<file path="config.mk">
export PLATFORM = sky130hd
export DESIGN_NAME = vna_norm
export DESIGN_NICKNAME = d
export VERILOG_FILES = /design/src/vna_pkg.sv /design/src/vna_norm.sv
export SDC_FILE = /design/constraint.sdc
export NUM_CORES = 2
export LEC_CHECK = 0
export BUFFER_PORTS_ARGS = -buffer_cell sky130_fd_sc_hd__buf_2
export CAP_MARGIN = 20
export CORE_ASPECT_RATIO = 0.7
export CORE_UTILIZATION = 35
export CTS_CLUSTER_SIZE = 14
export DETAILED_ROUTE_END_ITERATION = 10
export SYNTH_ARGS = -nofsm -noshare
export SYNTH_HDL_FRONTEND = slang
export SYNTH_SLANG_ARGS = --single-unit
</file>
<file path="constraint.sdc">
create_clock -name clock -period 14.6 [get_ports clock]
set_input_delay 2.92 -clock clock [delete_from_list [all_inputs] [get_ports clock]]
set_output_delay 2.92 -clock clock [all_outputs]
set_load 0.02 [all_outputs]
</file>
<file path="src/vna_pkg.sv">
package vna_pkg;

   // request codes
   localparam logic [1:0] REQ_WRITE = 2'd0;
   localparam logic [1:0] REQ_FACE  = 2'd1;
   localparam logic [1:0] REQ_READ  = 2'd2;

   localparam int ACC_BITS  = 40;
   localparam int OUT_BITS  = 16;
   localparam int MAG_BITS  = 31;
   localparam int Q_BITS    = 15;
   localparam int LEN_BITS  = 32;
   localparam int NUM_BITS  = 46;
   localparam int FRAC_BITS = 14;

   typedef logic signed [ACC_BITS-1:0] acc_type;

   typedef struct packed {
      logic signed [OUT_BITS-1:0] x;
      logic signed [OUT_BITS-1:0] y;
      logic signed [OUT_BITS-1:0] z;
   } normal_type;

   typedef enum logic [3:0] {
      ST_CLEAR,
      ST_IDLE,
      ST_FB,
      ST_FC,
      ST_DIFF,
      ST_MUL,
      ST_SUB,
      ST_ARD,
      ST_AWR,
      ST_RCHK,
      ST_NORM,
      ST_OUT
   } top_state_type;

   typedef enum logic [2:0] {
      N_IDLE,
      N_MAG,
      N_SHIFT,
      N_SQ,
      N_SQRT,
      N_DSET,
      N_DIV,
      N_DONE
   } norm_state_type;

endpackage

</file>
<file path="src/vna_norm.sv">
module vna_norm (
   input  logic                 clock,
   input  logic                 reset,
   input  logic                 start,
   input  vna_pkg::acc_type     acc_x,
   input  vna_pkg::acc_type     acc_y,
   input  vna_pkg::acc_type     acc_z,
   output logic                 done,
   output vna_pkg::normal_type  result
);

   localparam int AB = vna_pkg::ACC_BITS;
   localparam int MB = vna_pkg::MAG_BITS;
   localparam int QB = vna_pkg::Q_BITS;
   localparam int LB = vna_pkg::LEN_BITS;
   localparam int NB = vna_pkg::NUM_BITS;
   localparam int FB = vna_pkg::FRAC_BITS;
   localparam int OB = vna_pkg::OUT_BITS;

   vna_pkg::norm_state_type st_ff, st_in;

   logic [AB-1:0]   mag_ff [3];
   logic [AB-1:0]   mag_in [3];
   logic            neg_ff [3];
   logic            neg_in [3];
   logic [AB-1:0]   max_ff, max_in;
   logic [1:0]      k_ff, k_in;
   logic [3:0]      cnt_ff, cnt_in;
   logic [2*MB-1:0] sq_ff, sq_in;
   logic [63:0]     s_ff, s_in;
   logic [63:0]     r_ff, r_in;
   logic [63:0]     bit_ff, bit_in;
   logic [LB-1:0]   len_ff, len_in;
   logic [LB-1:0]   rem_ff, rem_in;
   logic [QB-1:0]   low_ff, low_in;
   logic [QB-1:0]   q_ff [3];
   logic [QB-1:0]   q_in [3];

   logic [MB-1:0]   mk;
   logic [63:0]     t;
   logic [NB-1:0]   num;
   logic [LB:0]     rem2;
   logic            ge;
   logic [OB-1:0]   qe [3];
   logic [OB-1:0]   sv [3];

   always_ff @(posedge clock) begin
      if (reset) begin
         st_ff <= vna_pkg::N_IDLE;
      end else begin
         st_ff <= st_in;
      end
      mag_ff <= mag_in;
      neg_ff <= neg_in;
      max_ff <= max_in;
      k_ff   <= k_in;
      cnt_ff <= cnt_in;
      sq_ff  <= sq_in;
      s_ff   <= s_in;
      r_ff   <= r_in;
      bit_ff <= bit_in;
      len_ff <= len_in;
      rem_ff <= rem_in;
      low_ff <= low_in;
      q_ff   <= q_in;
   end

   always_comb begin
      st_in  = st_ff;
      mag_in = mag_ff;
      neg_in = neg_ff;
      max_in = max_ff;
      k_in   = k_ff;
      cnt_in = cnt_ff;
      sq_in  = sq_ff;
      s_in   = s_ff;
      r_in   = r_ff;
      bit_in = bit_ff;
      len_in = len_ff;
      rem_in = rem_ff;
      low_in = low_ff;
      q_in   = q_ff;

      case (k_ff)
         2'd0:    mk = mag_ff[0][MB-1:0];
         2'd1:    mk = mag_ff[1][MB-1:0];
         default: mk = mag_ff[2][MB-1:0];
      endcase
      t    = r_ff + bit_ff;
      num  = NB'({mk, {FB{1'b0}}}) + NB'(len_ff[LB-1:1]);
      rem2 = {rem_ff, low_ff[QB-1]};
      ge   = rem2 >= {1'b0, len_ff};

      unique case (st_ff)
         vna_pkg::N_IDLE: begin
            if (start) begin
               neg_in[0] = acc_x[AB-1];
               neg_in[1] = acc_y[AB-1];
               neg_in[2] = acc_z[AB-1];
               mag_in[0] = acc_x[AB-1] ? (~acc_x + 1'b1) : acc_x;
               mag_in[1] = acc_y[AB-1] ? (~acc_y + 1'b1) : acc_y;
               mag_in[2] = acc_z[AB-1] ? (~acc_z + 1'b1) : acc_z;
               st_in = vna_pkg::N_MAG;
            end
         end
         vna_pkg::N_MAG: begin
            max_in = mag_ff[0];
            if (mag_ff[1] > max_in) max_in = mag_ff[1];
            if (mag_ff[2] > max_in) max_in = mag_ff[2];
            st_in = vna_pkg::N_SHIFT;
         end
         vna_pkg::N_SHIFT: begin
            // one bit a cycle until the largest magnitude sits in [2^30, 2^31)
            if (max_ff[AB-1:MB] != '0) begin
               for (int i = 0; i < 3; i++) mag_in[i] = mag_ff[i] >> 1;
               max_in = max_ff >> 1;
            end else if (!max_ff[MB-1]) begin
               for (int i = 0; i < 3; i++) mag_in[i] = mag_ff[i] << 1;
               max_in = max_ff << 1;
            end else begin
               k_in  = 2'd0;
               s_in  = '0;
               st_in = vna_pkg::N_SQ;
            end
         end
         vna_pkg::N_SQ: begin
            sq_in = {{MB{1'b0}}, mk} * {{MB{1'b0}}, mk};
            if (k_ff != 2'd0) s_in = s_ff + 64'(sq_ff);
            if (k_ff == 2'd3) begin
               r_in   = '0;
               bit_in = 64'd1 << 62;
               st_in  = vna_pkg::N_SQRT;
            end else begin
               k_in = k_ff + 2'd1;
            end
         end
         vna_pkg::N_SQRT: begin
            if (s_ff >= t) begin
               s_in = s_ff - t;
               r_in = (r_ff >> 1) + bit_ff;
            end else begin
               r_in = r_ff >> 1;
            end
            bit_in = bit_ff >> 2;
            if (bit_ff == 64'd1) begin
               // root is final here, so every dividend sees the new length
               len_in = r_in[LB-1:0];
               k_in   = 2'd0;
               st_in  = vna_pkg::N_DSET;
            end
         end
         vna_pkg::N_DSET: begin
            rem_in = LB'(num[NB-1:QB]);
            low_in = num[QB-1:0];
            cnt_in = '0;
            st_in  = vna_pkg::N_DIV;
         end
         vna_pkg::N_DIV: begin
            rem_in = ge ? LB'(rem2 - {1'b0, len_ff}) : rem2[LB-1:0];
            low_in = low_ff << 1;
            q_in[k_ff] = {q_ff[k_ff][QB-2:0], ge};
            cnt_in = cnt_ff + 4'd1;
            if (cnt_ff == 4'(QB-1)) begin
               if (k_ff == 2'd2) begin
                  st_in = vna_pkg::N_DONE;
               end else begin
                  k_in  = k_ff + 2'd1;
                  st_in = vna_pkg::N_DSET;
               end
            end
         end
         vna_pkg::N_DONE: begin
            st_in = vna_pkg::N_IDLE;
         end
         default: st_in = vna_pkg::N_IDLE;
      endcase
   end

   // sign of each accumulator back on its quotient
   always_comb begin
      for (int i = 0; i < 3; i++) begin
         qe[i] = {1'b0, q_ff[i]};
         sv[i] = neg_ff[i] ? (~qe[i] + 1'b1) : qe[i];
      end
   end

   assign done     = (st_ff == vna_pkg::N_DONE);
   assign result.x = sv[0];
   assign result.y = sv[1];
   assign result.z = sv[2];

endmodule

</file>
Word-level counts from Yosys, hierarchy flattened
Index checks and enable logic that the tools add are counted.
{ "op_classes": {"reduce_logical": 19, "n_addsub": 14, "n_mul": 1, "mux": 52, "n_bitwise": 7, "eq_ne": 23, "n_lt_le_gt_ge": 6} }
{ "ops": {"columns": ["cell", "count"], "rows": [
  ["64-bit 2-to-1 mux", 7],
  ["120-bit 2-to-1 mux", 3],
  ["40-bit 2-to-1 mux", 8],
  ["64-bit one-hot mux with 2 select lines", 2],
  ["120-bit one-hot mux with 2 select lines", 1],
  ["64-bit one-hot mux with 3 select lines", 1],
  ["40-bit by 1-bit adder with 40-bit output, second input constant", 3],
  ["40-bit NOT", 3],
  ["40-bit > comparator", 2],
  ["40-bit one-hot mux with 2 select lines", 1],
  ["63-bit by 64-bit adder with 64-bit output", 1],
  ["64-bit by 62-bit adder with 64-bit output", 1],
  ["64-bit adder", 1],
  ["64-bit by 1-bit equality test with 1-bit output, second input constant", 1],
  ["64-bit greater-or-equal comparator", 1],
  ["32-bit one-hot mux with 2 select lines", 1],
  ["64-bit subtractor", 1],
  ["31-bit by 31-bit multiplier with 62-bit output", 1],
  ["31-bit one-hot mux with 2 select lines", 1],
  ["16-bit by 1-bit adder with 16-bit output, second input constant", 3],
  ["16-bit 2-to-1 mux", 3],
  ["15-bit NOT with 16-bit output", 3],
  ["45-bit by 31-bit adder with 46-bit output", 1],
  ["45-bit bitwise mux", 1],
  ["38 further kinds", 71]
]} }
{ "totals": {"input_bits": 123, "reg_bits": 550} }

Logic depth before layout (Yosys ltp)
{ "depth": {"ltp_word": 6, "ltp_mapped": 40} }

Worst setup path after synthesis
No wires, ideal clock.
{ "synth_timing": {"path_kind": "reg2reg", "start": "reg k_ff[0]", "end": "reg sq_ff[54] (data pin)", "slack_ns": 4.169, "path_stages_with_launch": 39, "path_buffers": 8, "arrival_time_ns": 10.163, "path_cell_list": "edfxtp_1 -> clkbuf_1 -> clkbuf_1 -> inv_1 -> ha_1 -> clkbuf_1 -> nor2_1 -> clkbuf_1 -> clkbuf_1 -> a21o_1 -> clkbuf_1 -> clkbuf_1 -> nand2_1 -> fa_1 -> inv_1 -> fa_1 -> fa_1 -> inv_1 -> [... 3 more ...] -> inv_1 -> fa_1 -> inv_1 -> fa_1 -> fa_1 -> ha_1 -> clkbuf_1 -> a21oi_1 -> o21ai_0 -> a2111oi_0 -> a21oi_1 -> a221oi_2 -> o21ai_1 -> a211o_1 -> a311o_1 -> a21oi_1 -> o21ai_0 -> xor2_1"} }
{ "synth_via": {"elab_chain_cells": 3, "elab_cells_between_ends": 4} }
{ "synth_rtl": {"columns": ["item", "line", "rtl"], "rows": [
  ["start, declared", "vna_norm.sv:27", "logic [1:0] k_ff, k_in;"],
  ["start signal, assigned", "vna_norm.sv:56", "k_ff <= k_in;"],
  ["2-bit by 1-bit equality test with 1-bit output / 2-bit logical NOT (equally long branches)", "vna_norm.sv:84", "case (k_ff)"],
  ["31-bit one-hot mux with 2 select lines *", "vna_norm.sv:84", null],
  ["31-bit by 31-bit multiplier with 62-bit output *", "vna_norm.sv:127", "sq_in = {{MB{1'b0}}, mk} * {{MB{1'b0}}, mk};"],
  ["end signal, assigned", "vna_norm.sv:58", "sq_ff <= sq_in;"],
  ["end, declared", "vna_norm.sv:29", "logic [2*MB-1:0] sq_ff, sq_in;"]
]} }
Mark *: on every way between the ends. The rest lies on a longest branch, timed or not.
A chain may end at the register's enable or synchronous reset.

Final worst setup path
Ends and elaborated chain as after synthesis.

==> flow_summary_export.csv <==
group,metric,value,unit
outcome,status,"finished, violations left",
outcome,violations,"DRC",
floorplanning,die_h,373.1,microns
sta,hold_viol_final,0,
cts,cts_hold_buf,0,
setup_path,r2r_slack,2.26,ns
setup_path,critical_path_class,"flip-flop to flip-flop",
setup_path,crit_end,"sq_ff[54]$_DFFE_PP_",
setup_path,critical_path.most_common_cell,"fa_1",
yosys,synth_edf_count,514,
floorplanning,row_count,135,
setup_path,r2r-start,"k_ff[0]$_SDFFCE_PN0P_",
cells_and_area,drive_above_1_share,0.05941,
floorplanning,die_area,198600,sq um
cells_and_area,regArea,15490,sq um
floorplanning,coreArea,194400,sq um
yosys,synth_cell_types,93,
grt,grt_max_degree,204,
yosys,async_flop_share,0,
sta,setup-tns-final,0,ns
sta,relSlewSlack,0.2194,
drt,wl_per_cell,22.34,microns
placement,gp_congestion,0.9529,
cts,ctsResizeCount,0,
setup_path,critical_path.max_fanout,34,
yosys,yosysWarnings,0,
hold_path,hold_class,"flip-flop to flip-flop",
grt,antenna_found_initial,15,
cells_and_area,area_growth,8.552,%
setup_path,cp.arrival,12.75,ns
setup_path,cp_slowest_cell,"clkinv_1",
drt,vias_per_cell,5.555,
drt,wirelength,229300,microns
setup_path,cp_slowest_stage_delay,1.08,ns
cells_and_area,multi_input_area,48070,sq um
cells_and_area,fin_cells,10260,
setup_path,required,15.01,ns
grt,grt_pass1_vias,56400,
sta,max_freq,81.03,MHz
placement,dp_hpwl,184200,microns
yosys,ys_seq_elements,517,
placement,portBuffers,171,
setup_path,crit_buf_inv,6,
cells_and_area,fin_nets,9080,
sta,rsz0062_at_grt,"no",
floorplanning,io_pins,172,
sta,post-route-min-period,12.34,ns
cts,cts_setup_buffers,0,
yosys,ys_dominant_reg_cell,"edfxtp_1",
drt,drt_iter0_drc,6233,
cts,ctsLongestPathBuffers,3,
setup_path,reg2reg_to,"sq_ff[54]$_DFFE_PP_",
setup_path,crit_family,"adder cells",
yosys,syn_nets,9100,
cts,clkTransAtPathRegs,0.06,ns
yosys,ys_seq_area_frac,0.2250,
cells_and_area,nFillCells,19550,
grt,grt-ovfl-total,0,
sta,drv_slew,0,
drt,vias,57020,
grt,grt_usage,0.2294,
sta,setup-violations-final,0,
floorplanning,start_util,0.3542,
setup_path,crit_cells,30,
sta,finalCritPeriodShare,0.8452,
cts,cts_made_buffers,68,
placement,placed_cells_incl_taps,10140,
cts,cts_tree,"built",
setup_path,startpoint,"k_ff[0]$_SDFFCE_PN0P_",
grt,grt_pass1_wl,350700,microns
sta,tightestPinTransition,1.164,ns
drt,drc,33,
setup_path,r2r_cells,30,
setup_path,timing.critical_path.to_type,"flip-flop",
floorplanning,die_w,532.2,microns
cells_and_area,final_cell_mix,"inv_1, nand2_1, fa_1, nor2_1, ha_1",
cells_and_area,final_common_cell,"inv_1",
yosys,syn_area_per_cell,9.026,sq um
cts,cts_root_buf,"clkbuf_16",
cts,clkLatencyLatePin,0.69,ns
cts,clkSinkCount,517,
drt,firstDrtPassIters,9,
cts,cts_max_level,3,
sta,finalClockSkew,0.03808,ns
yosys,syn_inst,7629,
setup_path,critPathLaunchType,"flip-flop",
drt,ant_nets,0,
run,maxCapViolations,0,
yosys,syn_area,68860,sq um
[registers in the layout, summed over array words and instances (netlist names)]
register and cells:
bit_ff 32, cnt_ff 4, k_ff 2, len_ff 32
low_ff 15, mag_ff 120, max_ff 40, neg_ff 3
q_ff 45, r_ff 64, rem_ff 32, s_ff 64
sq_ff 61, st_ff 3
[per-layer routing]
layer | routed length, microns | track usage | vias to the layer above
met3 | 25290 | 0.06399 | 274
met2 | 90610 | 0.3153 | 2492
li1 | - | - | 25900
met4 | 4350 | 0.04430 | 12
met1 | 109000 | 0.3520 | 28340
met5 | 92 | 0 | -
[cells by family after synthesis]
| group | after synthesis | synth area share |
|---|---|---|
| AND/OR/NAND/NOR | 2116 | 0.1402 |
| AO/OA/AOI/OAI | 1632 | 0.1515 |
| buffers and inverters | 1420 | 0.07875 |
| adder cells (fa/ha/maj) | 1348 | 0.3269 |
| flip-flops | 517 | 0.2250 |
| XOR/XNOR | 512 | 0.06512 |
| multiplexers | 84 | 0.01245 |
[stage by stage]
stage | setup slack [ns] | util | hold slack, ns | instance area (sq um)
floorplan | 4.169 | - | 0.4836 | 68860
global placement | 2.405 | 0.3721 | 0.5019 | 72350
detailed placement | 2.189 | 0.3721 | 0.5095 | 72350
CTS | 2.168 | 0.3843 | 0.5231 | 74720
global route | 1.935 | 0.3845 | 0.5542 | 74740
finish | 2.259 | 0.3845 | 0.5216 | 74750
[how the worst min path moves through the flow]
stage	depth (start not counted)	to	start
CTS	2	low_ff[2]$_DFFE_PP_	low_ff[1]$_DFFE_PP_
floorplan	2	low_ff[14]$_DFFE_PP_	low_ff[13]$_DFFE_PP_
detailed placement	2	low_ff[1]$_DFFE_PP_	low_ff[0]$_SDFFCE_PP0P_
finish	2	low_ff[2]$_DFFE_PP_	low_ff[1]$_DFFE_PP_
global route	2	low_ff[1]$_DFFE_PP_	low_ff[0]$_SDFFCE_PP0P_
global placement	2	low_ff[4]$_DFFE_PP_	low_ff[3]$_DFFE_PP_
[area by class of cell]
| type | count | share of cell area |
|---|---|---|
| Antenna cell | 3 | 0.0001004 |
| Tap cell | 2603 | 0.04357 |
| Clock buffer | 77 | 0.02350 |
| Multi-Input combinational cell | 5692 | 0.6431 |
| Sequential cell | 517 | 0.2073 |
| Timing Repair Buffer | 252 | 0.02019 |
| Clock inverter | 42 | 0.008135 |
| Inverter | 1078 | 0.05413 |
[worst register-to-register path, delay by kind of cell, from the launching register on]
family / cells / cell delay (ns)
AO/OA/AOI/OAI: 11 / 3.68
AND/OR/NAND/NOR: 2 / 0.68
buffers and inverters: 6 / 2.01
XOR/XNOR: 1 / 0.16
flip-flops: 1 / 1.01
adder cells (fa/ha/maj): 10 / 4.57
[Yosys cell counts, types with 14 or more instances]
cell,instances,area (sq um)
nand2b_1,47,294.0
inv_1,1064,3994
nand3_1,88,440.4
mux2i_1,71,710.7
a31oi_1,194,1214
xor2_1,182,1594
nor2_1,618,2320
nor2b_1,46,287.8
nand2_1,810,3040
nor3b_1,33,247.7
edfxtp_1,514,15430
o21ai_0,324,1622
a21o_1,202,1516
a31o_2,14,122.6
nand4_1,99,619.3
xnor2_1,330,2890
o22ai_1,61,381.6
and3_1,32,200.2
or4_1,23,172.7
or3_1,53,331.6
a22o_1,34,297.8
ha_1,596,7457
nor4_1,27,168.9
o21a_1,28,210.2
and2_1,88,550.5
nor3_1,88,440.4
a211oi_1,103,773.2
o21bai_1,60,450.4
buf_1,22,82.58
fa_1,752,15050
clkbuf_1,302,1134
o41ai_1,18,157.7
o31ai_1,62,465.5
a21oi_1,382,1912
Power is left out: the tool's default activity adds up to more than one toggle a clock period on the data nets, which glitch-free logic cannot reach.
